### src/rtl/core/avt2d_pkg.sv
// Package of the 2-D affine vertex transform: constants, mode and register codes,
// and the configuration struct. Depends on nothing.
`timescale 1ns / 1ps

package avt2d_pkg;

   localparam int COORD_WIDTH_DEF = 12;
   localparam int PIVOT_DEF       = 50;

   // Fixed widths of the configuration fields.
   localparam int MODE_W     = 3;
   localparam int COEF_W     = 16;
   localparam int SHIFT_W    = 12;
   localparam int CSR_ADDR_W = 3;
   localparam int CSR_DATA_W = 16;

   // Every sum is held in Q.14; Q4.12 terms are moved up by two places.
   localparam int FRAC_BITS  = 14;
   localparam int ALIGN_BITS = 2;

   typedef enum logic [MODE_W-1:0] {
      MODE_XSHEAR    = 3'd0,
      MODE_YSHEAR    = 3'd1,
      MODE_ROTATE    = 3'd2,
      MODE_TRANSLATE = 3'd3,
      MODE_SCALE     = 3'd4
   } mode_type;

   typedef enum logic [CSR_ADDR_W-1:0] {
      CSR_MODE    = 3'd0,
      CSR_SHEAR   = 3'd1,
      CSR_COS     = 3'd2,
      CSR_SIN     = 3'd3,
      CSR_SHIFT_X = 3'd4,
      CSR_SHIFT_Y = 3'd5,
      CSR_SCALE_X = 3'd6,
      CSR_SCALE_Y = 3'd7
   } csr_index_type;

   typedef struct packed {
      mode_type                  mode;
      logic signed [COEF_W-1:0]  shear_amount;
      logic signed [COEF_W-1:0]  cos_value;
      logic signed [COEF_W-1:0]  sin_value;
      logic signed [SHIFT_W-1:0] shift_x;
      logic signed [SHIFT_W-1:0] shift_y;
      logic signed [COEF_W-1:0]  scale_x;
      logic signed [COEF_W-1:0]  scale_y;
   } cfg_type;

   localparam cfg_type CFG_RESET = '{
      mode:         MODE_TRANSLATE,
      shear_amount: 16'sd0,
      cos_value:    16'sd16384,
      sin_value:    16'sd0,
      shift_x:      12'sd0,
      shift_y:      12'sd0,
      scale_x:      16'sd4096,
      scale_y:      16'sd4096
   };

endpackage

### src/rtl/core/avt2d_csr.sv
// Configuration register file of the vertex transform.
// Depends on avt2d_pkg.
`timescale 1ns / 1ps

module avt2d_csr
   import avt2d_pkg::*;
(
   input  logic                  clock,
   input  logic                  reset,
   input  logic                  csr_wr_en,
   input  logic [CSR_ADDR_W-1:0] csr_addr,
   input  logic [CSR_DATA_W-1:0] csr_wdata,
   output cfg_type               cfg
);

   cfg_type cfg_ff;
   cfg_type cfg_in;

   always_comb begin
      cfg_in = cfg_ff;
      if (csr_wr_en) begin
         case (csr_index_type'(csr_addr))
            CSR_MODE:    cfg_in.mode         = mode_type'(csr_wdata[MODE_W-1:0]);
            CSR_SHEAR:   cfg_in.shear_amount = $signed(csr_wdata[COEF_W-1:0]);
            CSR_COS:     cfg_in.cos_value    = $signed(csr_wdata[COEF_W-1:0]);
            CSR_SIN:     cfg_in.sin_value    = $signed(csr_wdata[COEF_W-1:0]);
            CSR_SHIFT_X: cfg_in.shift_x      = $signed(csr_wdata[SHIFT_W-1:0]);
            CSR_SHIFT_Y: cfg_in.shift_y      = $signed(csr_wdata[SHIFT_W-1:0]);
            CSR_SCALE_X: cfg_in.scale_x      = $signed(csr_wdata[COEF_W-1:0]);
            CSR_SCALE_Y: cfg_in.scale_y      = $signed(csr_wdata[COEF_W-1:0]);
            default:     cfg_in = cfg_ff;
         endcase
      end
   end

   always_ff @(posedge clock) begin
      if (reset) begin
         cfg_ff <= CFG_RESET;
      end else begin
         cfg_ff <= cfg_in;
      end
   end

   assign cfg = cfg_ff;

endmodule

### src/rtl/core/avt2d_operand.sv
// First pipeline stage: pivot offsets and selection of multiplier operands per mode.
// Depends on avt2d_pkg.
`timescale 1ns / 1ps

module avt2d_operand
   import avt2d_pkg::*;
#(
   parameter int COORD_WIDTH = COORD_WIDTH_DEF,
   parameter int PIVOT       = PIVOT_DEF
) (
   input  logic                          clock,
   input  logic                          reset,
   input  cfg_type                       cfg,
   input  logic                          in_valid,
   output logic                          in_ready,
   input  logic signed [COORD_WIDTH-1:0] in_x,
   input  logic signed [COORD_WIDTH-1:0] in_y,
   output logic                          out_valid,
   input  logic                          out_ready,
   output logic signed [((COORD_WIDTH>SHIFT_W)?COORD_WIDTH:SHIFT_W)+1:0] ax1,
   output logic signed [((COORD_WIDTH>SHIFT_W)?COORD_WIDTH:SHIFT_W)+1:0] ax2,
   output logic signed [((COORD_WIDTH>SHIFT_W)?COORD_WIDTH:SHIFT_W)+1:0] ay1,
   output logic signed [((COORD_WIDTH>SHIFT_W)?COORD_WIDTH:SHIFT_W)+1:0] ay2,
   output logic signed [COEF_W-1:0]      bx1,
   output logic signed [COEF_W-1:0]      bx2,
   output logic signed [COEF_W-1:0]      by1,
   output logic signed [COEF_W-1:0]      by2,
   output logic signed [((COORD_WIDTH>SHIFT_W)?COORD_WIDTH:SHIFT_W):0] base_x,
   output logic signed [((COORD_WIDTH>SHIFT_W)?COORD_WIDTH:SHIFT_W):0] base_y,
   output logic                          align
);

   // DW holds a coordinate plus a twelve-bit shift or pivot; AW also holds its negation.
   localparam int DW = ((COORD_WIDTH > SHIFT_W) ? COORD_WIDTH : SHIFT_W) + 1;
   localparam int AW = DW + 1;
   localparam logic signed [DW-1:0] PIVOT_V = DW'(PIVOT);

   logic signed [DW-1:0]     xs, ys, dx, dy;
   logic signed [AW-1:0]     ax1_in, ax2_in, ay1_in, ay2_in;
   logic signed [AW-1:0]     ax1_ff, ax2_ff, ay1_ff, ay2_ff;
   logic signed [COEF_W-1:0] bx1_in, bx2_in, by1_in, by2_in;
   logic signed [COEF_W-1:0] bx1_ff, bx2_ff, by1_ff, by2_ff;
   logic signed [DW-1:0]     base_x_in, base_y_in, base_x_ff, base_y_ff;
   logic                     align_in, align_ff;
   logic                     valid_ff;

   assign xs = DW'(in_x);
   assign ys = DW'(in_y);
   assign dx = xs - PIVOT_V;
   assign dy = ys - PIVOT_V;

   always_comb begin
      ax1_in    = '0;
      ax2_in    = '0;
      ay1_in    = '0;
      ay2_in    = '0;
      bx1_in    = '0;
      bx2_in    = '0;
      by1_in    = '0;
      by2_in    = '0;
      base_x_in = xs;
      base_y_in = ys;
      align_in  = 1'b1;
      case (cfg.mode)
         MODE_XSHEAR: begin
            ax1_in = AW'(dy);
            bx1_in = cfg.shear_amount;
         end
         MODE_YSHEAR: begin
            ay1_in = AW'(dx);
            by1_in = cfg.shear_amount;
         end
         MODE_ROTATE: begin
            ax1_in    = AW'(dx);
            bx1_in    = cfg.cos_value;
            ax2_in    = -AW'(dy);
            bx2_in    = cfg.sin_value;
            ay1_in    = AW'(dx);
            by1_in    = cfg.sin_value;
            ay2_in    = AW'(dy);
            by2_in    = cfg.cos_value;
            base_x_in = PIVOT_V;
            base_y_in = PIVOT_V;
            align_in  = 1'b0;
         end
         MODE_TRANSLATE: begin
            base_x_in = xs + DW'(cfg.shift_x);
            base_y_in = ys + DW'(cfg.shift_y);
         end
         MODE_SCALE: begin
            ax1_in    = AW'(xs);
            bx1_in    = cfg.scale_x;
            ay1_in    = AW'(ys);
            by1_in    = cfg.scale_y;
            base_x_in = '0;
            base_y_in = '0;
         end
         default: begin
            base_x_in = xs;
            base_y_in = ys;
         end
      endcase
   end

   assign in_ready = !valid_ff || out_ready;

   always_ff @(posedge clock) begin
      if (reset) begin
         valid_ff <= 1'b0;
      end else if (in_ready) begin
         valid_ff <= in_valid;
      end
   end

   always_ff @(posedge clock) begin
      if (in_valid && in_ready) begin
         ax1_ff    <= ax1_in;
         ax2_ff    <= ax2_in;
         ay1_ff    <= ay1_in;
         ay2_ff    <= ay2_in;
         bx1_ff    <= bx1_in;
         bx2_ff    <= bx2_in;
         by1_ff    <= by1_in;
         by2_ff    <= by2_in;
         base_x_ff <= base_x_in;
         base_y_ff <= base_y_in;
         align_ff  <= align_in;
      end
   end

   assign out_valid = valid_ff;
   assign ax1       = ax1_ff;
   assign ax2       = ax2_ff;
   assign ay1       = ay1_ff;
   assign ay2       = ay2_ff;
   assign bx1       = bx1_ff;
   assign bx2       = bx2_ff;
   assign by1       = by1_ff;
   assign by2       = by2_ff;
   assign base_x    = base_x_ff;
   assign base_y    = base_y_ff;
   assign align     = align_ff;

endmodule

### src/rtl/core/avt2d_mult.sv
// Second pipeline stage: four registered signed multipliers.
// Depends on avt2d_pkg.
`timescale 1ns / 1ps

module avt2d_mult
   import avt2d_pkg::*;
#(
   parameter int COORD_WIDTH = COORD_WIDTH_DEF
) (
   input  logic                          clock,
   input  logic                          reset,
   input  logic                          in_valid,
   output logic                          in_ready,
   input  logic signed [((COORD_WIDTH>SHIFT_W)?COORD_WIDTH:SHIFT_W)+1:0] ax1,
   input  logic signed [((COORD_WIDTH>SHIFT_W)?COORD_WIDTH:SHIFT_W)+1:0] ax2,
   input  logic signed [((COORD_WIDTH>SHIFT_W)?COORD_WIDTH:SHIFT_W)+1:0] ay1,
   input  logic signed [((COORD_WIDTH>SHIFT_W)?COORD_WIDTH:SHIFT_W)+1:0] ay2,
   input  logic signed [COEF_W-1:0]      bx1,
   input  logic signed [COEF_W-1:0]      bx2,
   input  logic signed [COEF_W-1:0]      by1,
   input  logic signed [COEF_W-1:0]      by2,
   input  logic signed [((COORD_WIDTH>SHIFT_W)?COORD_WIDTH:SHIFT_W):0] base_x,
   input  logic signed [((COORD_WIDTH>SHIFT_W)?COORD_WIDTH:SHIFT_W):0] base_y,
   input  logic                          align,
   output logic                          out_valid,
   input  logic                          out_ready,
   output logic signed [((COORD_WIDTH>SHIFT_W)?COORD_WIDTH:SHIFT_W)+COEF_W+1:0] px1,
   output logic signed [((COORD_WIDTH>SHIFT_W)?COORD_WIDTH:SHIFT_W)+COEF_W+1:0] px2,
   output logic signed [((COORD_WIDTH>SHIFT_W)?COORD_WIDTH:SHIFT_W)+COEF_W+1:0] py1,
   output logic signed [((COORD_WIDTH>SHIFT_W)?COORD_WIDTH:SHIFT_W)+COEF_W+1:0] py2,
   output logic signed [((COORD_WIDTH>SHIFT_W)?COORD_WIDTH:SHIFT_W):0] base_x_out,
   output logic signed [((COORD_WIDTH>SHIFT_W)?COORD_WIDTH:SHIFT_W):0] base_y_out,
   output logic                          align_out
);

   localparam int DW = ((COORD_WIDTH > SHIFT_W) ? COORD_WIDTH : SHIFT_W) + 1;
   localparam int AW = DW + 1;
   localparam int PW = AW + COEF_W;

   logic signed [PW-1:0] px1_in, px2_in, py1_in, py2_in;
   logic signed [PW-1:0] px1_ff, px2_ff, py1_ff, py2_ff;
   logic signed [DW-1:0] base_x_ff, base_y_ff;
   logic                 align_ff;
   logic                 valid_ff;

   assign px1_in = PW'(ax1) * PW'(bx1);
   assign px2_in = PW'(ax2) * PW'(bx2);
   assign py1_in = PW'(ay1) * PW'(by1);
   assign py2_in = PW'(ay2) * PW'(by2);

   assign in_ready = !valid_ff || out_ready;

   always_ff @(posedge clock) begin
      if (reset) begin
         valid_ff <= 1'b0;
      end else if (in_ready) begin
         valid_ff <= in_valid;
      end
   end

   always_ff @(posedge clock) begin
      if (in_valid && in_ready) begin
         px1_ff    <= px1_in;
         px2_ff    <= px2_in;
         py1_ff    <= py1_in;
         py2_ff    <= py2_in;
         base_x_ff <= base_x;
         base_y_ff <= base_y;
         align_ff  <= align;
      end
   end

   assign out_valid  = valid_ff;
   assign px1        = px1_ff;
   assign px2        = px2_ff;
   assign py1        = py1_ff;
   assign py2        = py2_ff;
   assign base_x_out = base_x_ff;
   assign base_y_out = base_y_ff;
   assign align_out  = align_ff;

endmodule

### src/rtl/core/avt2d_resolve.sv
// Third and fourth pipeline stages: Q.14 sum, then truncation toward zero and
// saturation into the output register. Depends on avt2d_pkg.
`timescale 1ns / 1ps

module avt2d_resolve
   import avt2d_pkg::*;
#(
   parameter int COORD_WIDTH = COORD_WIDTH_DEF
) (
   input  logic                          clock,
   input  logic                          reset,
   input  logic                          in_valid,
   output logic                          in_ready,
   input  logic signed [((COORD_WIDTH>SHIFT_W)?COORD_WIDTH:SHIFT_W)+COEF_W+1:0] px1,
   input  logic signed [((COORD_WIDTH>SHIFT_W)?COORD_WIDTH:SHIFT_W)+COEF_W+1:0] px2,
   input  logic signed [((COORD_WIDTH>SHIFT_W)?COORD_WIDTH:SHIFT_W)+COEF_W+1:0] py1,
   input  logic signed [((COORD_WIDTH>SHIFT_W)?COORD_WIDTH:SHIFT_W)+COEF_W+1:0] py2,
   input  logic signed [((COORD_WIDTH>SHIFT_W)?COORD_WIDTH:SHIFT_W):0] base_x,
   input  logic signed [((COORD_WIDTH>SHIFT_W)?COORD_WIDTH:SHIFT_W):0] base_y,
   input  logic                          align,
   output logic                          out_valid,
   input  logic                          out_ready,
   output logic signed [COORD_WIDTH-1:0] out_x,
   output logic signed [COORD_WIDTH-1:0] out_y,
   output logic                          clipped
);

   localparam int DW = ((COORD_WIDTH > SHIFT_W) ? COORD_WIDTH : SHIFT_W) + 1;
   localparam int PW = DW + 1 + COEF_W;
   localparam int SW = PW + ALIGN_BITS + 2;
   localparam int QW = SW - FRAC_BITS;

   localparam logic signed [SW-1:0] ROUND_BIAS = SW'((1 << FRAC_BITS) - 1);
   localparam logic signed [SW-1:0] ZERO_SW    = '0;
   localparam logic signed [QW-1:0] SAT_HI     = QW'((1 << (COORD_WIDTH - 1)) - 1);
   localparam logic signed [QW-1:0] SAT_LO     = -QW'(1 << (COORD_WIDTH - 1));

   logic signed [SW-1:0]          prod_x, prod_y;
   logic signed [SW-1:0]          sum_x_in, sum_y_in, sum_x_ff, sum_y_ff;
   logic signed [SW-1:0]          adj_x, adj_y;
   logic signed [QW-1:0]          q_x, q_y;
   logic signed [COORD_WIDTH-1:0] out_x_in, out_y_in, out_x_ff, out_y_ff;
   logic                          clip_in, clip_ff;
   logic                          sum_valid_ff, out_valid_ff;
   logic                          sum_ready, out_slot_ready;

   // Stage three: base moved to Q.14, product pair moved up when it is Q4.12.
   assign prod_x   = SW'(px1) + SW'(px2);
   assign prod_y   = SW'(py1) + SW'(py2);
   assign sum_x_in = (SW'(base_x) <<< FRAC_BITS) + (align ? (prod_x <<< ALIGN_BITS) : prod_x);
   assign sum_y_in = (SW'(base_y) <<< FRAC_BITS) + (align ? (prod_y <<< ALIGN_BITS) : prod_y);

   // Stage four: a negative sum gets the bias so that the shift truncates toward zero.
   assign adj_x = sum_x_ff + (sum_x_ff[SW-1] ? ROUND_BIAS : ZERO_SW);
   assign adj_y = sum_y_ff + (sum_y_ff[SW-1] ? ROUND_BIAS : ZERO_SW);
   assign q_x   = $signed(adj_x[SW-1:FRAC_BITS]);
   assign q_y   = $signed(adj_y[SW-1:FRAC_BITS]);

   always_comb begin
      clip_in  = 1'b0;
      out_x_in = q_x[COORD_WIDTH-1:0];
      out_y_in = q_y[COORD_WIDTH-1:0];
      if (q_x > SAT_HI) begin
         out_x_in = SAT_HI[COORD_WIDTH-1:0];
         clip_in  = 1'b1;
      end else if (q_x < SAT_LO) begin
         out_x_in = SAT_LO[COORD_WIDTH-1:0];
         clip_in  = 1'b1;
      end
      if (q_y > SAT_HI) begin
         out_y_in = SAT_HI[COORD_WIDTH-1:0];
         clip_in  = 1'b1;
      end else if (q_y < SAT_LO) begin
         out_y_in = SAT_LO[COORD_WIDTH-1:0];
         clip_in  = 1'b1;
      end
   end

   assign out_slot_ready = !out_valid_ff || out_ready;
   assign sum_ready      = !sum_valid_ff || out_slot_ready;
   assign in_ready       = sum_ready;

   always_ff @(posedge clock) begin
      if (reset) begin
         sum_valid_ff <= 1'b0;
         out_valid_ff <= 1'b0;
      end else begin
         if (sum_ready) begin
            sum_valid_ff <= in_valid;
         end
         if (out_slot_ready) begin
            out_valid_ff <= sum_valid_ff;
         end
      end
   end

   always_ff @(posedge clock) begin
      if (in_valid && sum_ready) begin
         sum_x_ff <= sum_x_in;
         sum_y_ff <= sum_y_in;
      end
      if (sum_valid_ff && out_slot_ready) begin
         out_x_ff <= out_x_in;
         out_y_ff <= out_y_in;
         clip_ff  <= clip_in;
      end
   end

   assign out_valid = out_valid_ff;
   assign out_x     = out_x_ff;
   assign out_y     = out_y_ff;
   assign clipped   = clip_ff;

endmodule

### src/rtl/core/affine_vertex_transform_2d.sv
// Top level of the 2-D affine vertex transform: register file and four-stage pipeline.
// Depends on avt2d_pkg, avt2d_csr, avt2d_operand, avt2d_mult and avt2d_resolve.
//
//   Channel    Direction  Handshake              Contents
//   req_       in         req_tvalid/req_tready  one vertex per beat
//   rsp_       out        rsp_tvalid/rsp_tready  one transformed vertex per beat
//   csr_       in         csr_wr_en              register writes, no read-back
//
// One beat is taken every cycle while the result side takes beats. An accepted vertex
// passes through the four pipeline registers (operands, products, Q.14 sum, saturated
// result) before it is shown on the result side and can leave.
// Reset is synchronous and active high; it empties the pipeline and loads the
// register defaults (translate mode, zero shifts, unit scale, zero-degree rotation).
// Each stage holds its beat while the stage after it is full and stalled, and takes
// a new one as soon as it empties, so bubbles close up and nothing is lost or sent twice.
`timescale 1ns / 1ps

module affine_vertex_transform_2d
   import avt2d_pkg::*;
#(
   parameter int COORD_WIDTH = COORD_WIDTH_DEF,
   parameter int PIVOT       = PIVOT_DEF
) (
   input  logic                                     clock,
   input  logic                                     reset,
   // Vertex input. tdata from bit 0: vertex_x, vertex_y, zero padding.
   input  logic                                     req_tvalid,
   output logic                                     req_tready,
   input  logic [((2*COORD_WIDTH+7)/8)*8-1:0]       req_tdata,
   // Result output. tdata from bit 0: out_x, out_y, clipped, zero padding.
   output logic                                     rsp_tvalid,
   input  logic                                     rsp_tready,
   output logic [((2*COORD_WIDTH+1+7)/8)*8-1:0]     rsp_tdata,
   // Register write port.
   input  logic                                     csr_wr_en,
   input  logic [CSR_ADDR_W-1:0]                    csr_addr,
   input  logic [CSR_DATA_W-1:0]                    csr_wdata
);

   localparam int DW     = ((COORD_WIDTH > SHIFT_W) ? COORD_WIDTH : SHIFT_W) + 1;
   localparam int AW     = DW + 1;
   localparam int PW     = AW + COEF_W;
   localparam int OUT_TW = ((2 * COORD_WIDTH + 1 + 7) / 8) * 8;

   cfg_type cfg;

   logic signed [COORD_WIDTH-1:0] vertex_x, vertex_y;
   logic signed [COORD_WIDTH-1:0] out_x, out_y;
   logic                          clipped;

   // Stage one to stage two.
   logic                     op_valid, op_ready;
   logic signed [AW-1:0]     ax1, ax2, ay1, ay2;
   logic signed [COEF_W-1:0] bx1, bx2, by1, by2;
   logic signed [DW-1:0]     op_base_x, op_base_y;
   logic                     op_align;

   // Stage two to stage three.
   logic                 mul_valid, mul_ready;
   logic signed [PW-1:0] px1, px2, py1, py2;
   logic signed [DW-1:0] mul_base_x, mul_base_y;
   logic                 mul_align;

   assign vertex_x = $signed(req_tdata[COORD_WIDTH-1:0]);
   assign vertex_y = $signed(req_tdata[2*COORD_WIDTH-1:COORD_WIDTH]);

   avt2d_csr u_csr (
      .clock     (clock),
      .reset     (reset),
      .csr_wr_en (csr_wr_en),
      .csr_addr  (csr_addr),
      .csr_wdata (csr_wdata),
      .cfg       (cfg)
   );

   // The user must change the registers only while the pipeline is empty; the block does
   // not enforce this. The operand stage alone reads them, directly.
   avt2d_operand #(
      .COORD_WIDTH (COORD_WIDTH),
      .PIVOT       (PIVOT)
   ) u_operand (
      .clock     (clock),
      .reset     (reset),
      .cfg       (cfg),
      .in_valid  (req_tvalid),
      .in_ready  (req_tready),
      .in_x      (vertex_x),
      .in_y      (vertex_y),
      .out_valid (op_valid),
      .out_ready (op_ready),
      .ax1       (ax1),
      .ax2       (ax2),
      .ay1       (ay1),
      .ay2       (ay2),
      .bx1       (bx1),
      .bx2       (bx2),
      .by1       (by1),
      .by2       (by2),
      .base_x    (op_base_x),
      .base_y    (op_base_y),
      .align     (op_align)
   );

   avt2d_mult #(
      .COORD_WIDTH (COORD_WIDTH)
   ) u_mult (
      .clock      (clock),
      .reset      (reset),
      .in_valid   (op_valid),
      .in_ready   (op_ready),
      .ax1        (ax1),
      .ax2        (ax2),
      .ay1        (ay1),
      .ay2        (ay2),
      .bx1        (bx1),
      .bx2        (bx2),
      .by1        (by1),
      .by2        (by2),
      .base_x     (op_base_x),
      .base_y     (op_base_y),
      .align      (op_align),
      .out_valid  (mul_valid),
      .out_ready  (mul_ready),
      .px1        (px1),
      .px2        (px2),
      .py1        (py1),
      .py2        (py2),
      .base_x_out (mul_base_x),
      .base_y_out (mul_base_y),
      .align_out  (mul_align)
   );

   avt2d_resolve #(
      .COORD_WIDTH (COORD_WIDTH)
   ) u_resolve (
      .clock     (clock),
      .reset     (reset),
      .in_valid  (mul_valid),
      .in_ready  (mul_ready),
      .px1       (px1),
      .px2       (px2),
      .py1       (py1),
      .py2       (py2),
      .base_x    (mul_base_x),
      .base_y    (mul_base_y),
      .align     (mul_align),
      .out_valid (rsp_tvalid),
      .out_ready (rsp_tready),
      .out_x     (out_x),
      .out_y     (out_y),
      .clipped   (clipped)
   );

   assign rsp_tdata = OUT_TW'({clipped, out_y, out_x});

endmodule

### config.mk
export PLATFORM = sky130hd
export DESIGN_NAME = affine_vertex_transform_2d
export DESIGN_NICKNAME = d
export VERILOG_FILES = /design/src/rtl/core/avt2d_pkg.sv /design/src/rtl/core/avt2d_csr.sv /design/src/rtl/core/avt2d_operand.sv /design/src/rtl/core/avt2d_mult.sv /design/src/rtl/core/avt2d_resolve.sv /design/src/rtl/core/affine_vertex_transform_2d.sv
export SDC_FILE = /design/constraint.sdc
export NUM_CORES = 2
export LEC_CHECK = 0
export BUFFER_PORTS_ARGS = -buffer_cell sky130_fd_sc_hd__buf_2
export CORE_MARGIN = 3
export CORE_UTILIZATION = 39
export DETAILED_ROUTE_END_ITERATION = 8
export RECOVER_POWER = 100
export SLEW_MARGIN = 10
export SYNTH_ARGS = -nofsm -noshare
export SYNTH_HDL_FRONTEND = slang
export SYNTH_SLANG_ARGS = --single-unit
### constraint.sdc
create_clock -name clock -period 9.7 [get_ports clock]
set_clock_uncertainty 0.2 [all_clocks]
set_input_delay 1.94 -clock clock [delete_from_list [all_inputs] [get_ports clock]]
set_output_delay 1.94 -clock clock [all_outputs]
set_load 0.01 [all_outputs]
---- Word level (Yosys, flattened, before mapping) ----
Cells that the tools add are included.
W data, S select, Z words.
word-level totals
  flip-flop bits (word level) ............. 496
  input bits .............................. 48
  output and inout bits ................... 34
  logic and storage cells ................. 103
operators by class
  add/subtract/negate cells ............... 11
  $mul .................................... 4
  magnitude comparators ................... 4
  eq/ne operators ......................... 11
  mux-type cells .......................... 14
  reduce and logical (&&, ||, !) cells .... 24
operators with widths
  cell                     number
  $pmux W16 S3             2
  $mul A14 B16 Y30         3
  $pmux W13 S3             2
  $add A27 B34 Y34         2
  $add A34 B34 Y34         2
  $mux W34                 2
  $pmux W14 S3             1
  $gt A20 B12 Y1 const B   2
  $lt A20 B12 Y1 const B   2
  $add A30 B29 Y31         1
  $add A30 B30 Y31         1
  $mul A13 B16 Y29         1
  $mux W14                 2
  $pmux W14 S2             1
  $add A12 B12 Y13         2
  $sub A12 B7 Y13 const B  2
  $mux W12                 2
  $reduce_and A2 Y1        8
  $eq A3 B3 Y1 const B     5
  $neg A13 Y14             1
  $eq A3 B2 Y1 const B     4
  $eq A3 B1 Y1 const B     2
  $logic_not A3 Y1         2
  $logic_and A1 B1 Y1      4
  5 further kinds          12

---- Depth between registers and ports, before layout ----
  word-level depth ........................ 6
  depth in mapped cells ................... 24
  mapped depth without buffers ............ 23

---- Hierarchy ----
A second synthesis with hierarchy kept.
second synthesis, totals
  cells, all modules ...................... 6201
  area, all modules ....................... 60638.2 um^2
modules (own cells, without submodules)
  module                      times used  cells an instance  area each (um^2)  seq. area each (um^2)
  avt2d_mult                  1           3944               38374.3           4434.3
  avt2d_resolve               1           1111               9918.3            2832.7
  avt2d_operand               1           757                7960.1            4314.1
  avt2d_csr                   1           380                4321.6            2142.1
  affine_vertex_transform_2d  1           9                  63.8              0.0

---- Least setup slack after synthesis ----
Ideal clock, no wire load.
  kind .................................... input to register
  from .................................... in rsp_tready
  to ...................................... reg u_operand.align_ff (netlist: u_operand.align), enable pin
  setup time .............................. 0.692 ns
  arrival ................................. 9.133 ns
  data required time ...................... 8.808 ns
  path slack .............................. -0.326 ns
  stages on the path ...................... 3
  buffers on the path ..................... 0
  cells stage by stage .................... nor2b_1 -> and3_1 -> a21oi_1
on the way
  longest elaborated chain between the ends .. 5
RTL lines
  item                  line                              RTL
  start, declared       affine_vertex_transform_2d.sv:32  input logic rsp_tready,
  $logic_or A1 B1 Y1    avt2d_resolve.sv:79               assign out_slot_ready = !out_valid_ff || out_ready;
  $logic_or A1 B1 Y1    avt2d_resolve.sv:80               assign sum_ready = !sum_valid_ff || out_slot_ready;
  $logic_or A1 B1 Y1    avt2d_mult.sv:51                  assign in_ready = !valid_ff || out_ready;
  $logic_or A1 B1 Y1    avt2d_operand.sv:105              assign in_ready = !valid_ff || out_ready;
  $logic_and A1 B1 Y1   avt2d_operand.sv:116              if (in_valid && in_ready) begin
  end signal, assigned  avt2d_operand.sv:127              align_ff <= align_in;
  end, declared         avt2d_operand.sv:44               logic align_in, align_ff;
No other way between the ends.
A chain may end at the register's enable or synchronous reset.

---- Final worst setup path ----
  from .................................... reg u_operand.ay2_ff[1] (netlist: u_operand.ay2[1])
  to ...................................... reg, netlist name u_mult.py2[28]
on the way
  longest elaborated chain between the ends .. 1
RTL lines
  item                         line                  RTL
  start, declared              avt2d_operand.sv:40   logic signed [AW-1:0] ax1_ff, ax2_ff, ay1_ff, ay2_ff;
  start signal, assigned       avt2d_operand.sv:120  ay2_ff <= ay2_in;
  $mul A13 B16 Y29             avt2d_mult.sv:49      assign py2_in = PW'(ay2) * PW'(by2);
  named net u_mult.py2_in[28]  avt2d_mult.sv:40      logic signed [PW-1:0] px1_in, px2_in, py1_in, py2_in;
The timed path passes the listed nets, and every way through them passes these cells.

==> flow_metrics.tcl <==
set metrics [dict create \
    reg2reg_to "u_mult.py2[28]" \
    vias 41500 \
    r2r_start "u_operand.ay2[1]" \
    post_cts_buffers 0 \
    place.gp.congestion 0.921 \
    status "complete, but fails checks" \
    clockRootBuffer "clkbuf_16" \
    rows 141 \
    maxCapViolCount 15 \
    clock_latency_ps 680 \
    tns_ps 0 \
    peakVddDrop_uv 204 \
    synth-compound-area-share_pct 9.36 \
    wl_per_cell_um 19.0 \
    initial_core_util_pct 39.4 \
    die_h_um 393 \
    holdPathEnd "u_mult.base_y_out[8]" \
    dr.pass1.iters 5 \
    cp_cell_sequence "and2_0 > fa_1 > inv_1 > fa_1 > inv_1 > fa_1 > inv_1 > fa_1 > inv_1 > fa_1 > ha_1 > ha_1 > a21oi_1 > a31oi_1 > o311ai_0 > a21oi_1 > a2111oi_0 > nor3b_1 > o211a_1 > a2111oi_0" \
    crit_type "flop to flop" \
    drv_slew 799 \
    cp-end-kind "flop" \
    crit_buf_inv 4 \
    overflow 0 \
    dieArea_um2 154000 \
    layout_common_cells "inv_1, fa_1, nand2_1" \
    rsz0062_at_grt "false" \
    cp_top_family "adder cells" \
    p_leak_nw 27.8 \
    cts_tree "done" \
    multi_input_area_um2 39800 \
    cts_sinks 493 \
    max_freq_mhz 129 \
    grtUsageTotal_pct 20.1 \
    period_needed_ps 7750 \
    wl_mm 152 \
    die_w_um 393 \
    fill_cells 14500 \
    min_path_type "flop to flop" \
    mostFrequentLayoutCell "inv_1" \
    syn_to_final_growth_pct 6.68 \
    io_buffers 74 \
    via_per_inst 5.19 \
    violations "max-capacitance violations, max-slew violations" \
    r2r_slack_ps 1950 \
    synthCells 6070 \
    htreeDepth 2 \
    start_kind "flop" \
    worst_pin_slew_ps 3920 \
    synth-seq-cells 493 \
    drc 0 \
    min_from "u_operand.base_y[8]" \
    synth-edff-count 382 \
    drive_above_1_share_pct 3.21 \
    cts_buffers 57 \
    synth_mux_area_share_pct 0.598 \
    r2r_cells 20 \
    synthSimpleGateAreaFrac_pct 15.4 \
    antenna_found_initial 32 \
    grt_pass1_vias 42200 \
    ctsResizeCount 0 \
    ant_nets 0 \
    yosysWarnings 0 \
    cts_max_path_buffers 3 \
    finalSetupViolCount 0 \
    synthAdderAreaFrac_pct 38.9 \
    hpwl_mm 121 \
    clk_pin_slew_ps 60 \
    path_max_fanout 16 \
    maxSlewHeadroom_pct -161 \
    ys_dominant_reg_cell "edfxtp_1" \
    hold_ws_ps 219 \
    final-seq-area_um2 13700 \
    synth_async_sr_flop_share_pct 0 \
    final_hold_viol_count 0 \
    cp_data_arrival_time_ps 8000 \
    synth-xor-area-share_pct 4.08 \
    powerDensity_nw_per_um2 257 \
    nets 7338 \
    netlist_area_um2 58300 \
    layout_setup_ws_ps 1950 \
    synth_top_family_by_area "adder cells" \
    grt_pass1_wl_mm 241 \
    crit_top_cell "fa_1" \
    core_um2 148000 \
    period_share_pct 79.9 \
    pre_cts_ws_ps 2770 \
    ys_seq_area_share_pct 23.5 \
    slowest_delay_ps 960 \
    cts_hold_buf 0 \
    critPathRequiredTime_ps 9950 \
    crit_slowest_cell "a2111oi_0" \
    ys_types 95 \
    drtIter0Drc 3386 \
    whs_path_depth 0 \
    grt_max_degree 144 \
    syn-mean-instance-area_um2 9.61 \
    ios 82 \
]
[stage by stage]
step | power [mW] | util [%] | area [um^2] | instances
6_report | 16.0 | 42.0 | 62200 | 7993
5_1_grt | 17.5 | 42.0 | 62200 | 7979
4_1_cts | 16.1 | 42.1 | 62400 | 7972
3_5_place_dp | 13.7 | 40.8 | 60400 | 7865
3_3_place_gp | 13.5 | 40.8 | 60400 | 7865
2_1_floorplan | 11.3 | - | 58400 | 6076
[Yosys cell counts (21+ instances only)]
cell,number,share of area [%]
a21oi_1,323,2.8
xor2_1,73,1.1
o21bai_1,29,0.37
o21a_1,36,0.46
nor2_1,264,1.7
a31oi_1,21,0.23
and3_1,25,0.27
and2_1,479,5.1
o21ai_0,149,1.3
xnor2_1,199,3.0
ha_1,436,9.4
edfxtp_1,382,20
clkbuf_1,199,1.3
nand2_1,788,5.1
inv_1,1023,6.6
dfxtp_1,111,3.8
a211oi_1,34,0.44
nand3_1,51,0.44
nand2b_1,57,0.61
nor2b_1,63,0.68
a21o_1,70,0.90
nor3_1,52,0.45
fa_1,860,30
[layout make-up]
type / count / area share, %
timing repair buffer: 90 / 0.667
clock buffer: 74 / 2.55
tap: 1930 / 3.88
inverter: 1024 / 6.18
sequential: 493 / 22.0
clock inverter: 33 / 0.651
multi-input combinational: 4328 / 64.0
antenna: 21 / 0.0844
[per-layer routing]
| layer | track usage, % | vias up | share of wire (%) |
|---|---|---|---|
| li1 | - | 19300 | - |
| met1 | 28.2 | 21000 | 44 |
| met2 | 32.2 | 1064 | 46 |
| met3 | 3.05 | 197 | 6.7 |
| met4 | 5.79 | 8 | 2.6 |
| met5 | 0 | - | 0.038 |
[worst max-delay path by stage]
stage	start	end	slack, ps	depth (start not counted)
after CTS	u_operand.ay2[1]	u_mult.py2[28]	2760	20
after global placement	u_operand.by1[7]	u_mult.py1[23]	2860	23
final	u_operand.ay2[1]	u_mult.py2[28]	1950	20
after global routing	u_operand.ay2[1]	u_mult.py2[28]	1480	20
after floorplan	rsp_tready	u_mult.align_out	150	3
after detailed placement	u_operand.ay2[1]	u_mult.py2[28]	2770	20
[logic make-up (layout without fill, tap and decap cells)]
family / Yosys count / in the layout
and+or+nand+nor: 1867 / 1867
adders and majority gates: 1296 / 1296
buffers and inverters: 1255 / 1221
AOI/OAI and AO/OA: 853 / 853
DFF: 493 / 493
xor gates and xnor gates: 272 / 272
muxes: 33 / 33
other: 1 / 28
[report_power, final]
group | switching, mW | leakage [nW] | internal (mW) | total [mW]
clock network | 0.976 | 0.981 | 1.37 | 2.35
logic | 5.77 | 22.2 | 4.37 | 10.1
registers | 0.362 | 4.58 | 3.12 | 3.48
total | 7.11 | 27.8 | 8.86 | 16.0
[flip-flops by register name, indices dropped and copies added (netlist names), 16 cells and up]
name,count
u_csr.cfg,107
u_resolve.sum_x_ff,34
u_resolve.sum_y_ff,34
u_mult.px1,30
u_mult.px2,30
u_mult.py1,30
u_mult.py2,29
u_operand.bx1,16
u_operand.bx2,16
u_operand.by1,16
u_operand.by2,16
Note: power is estimated with default switching activity, not from simulation.
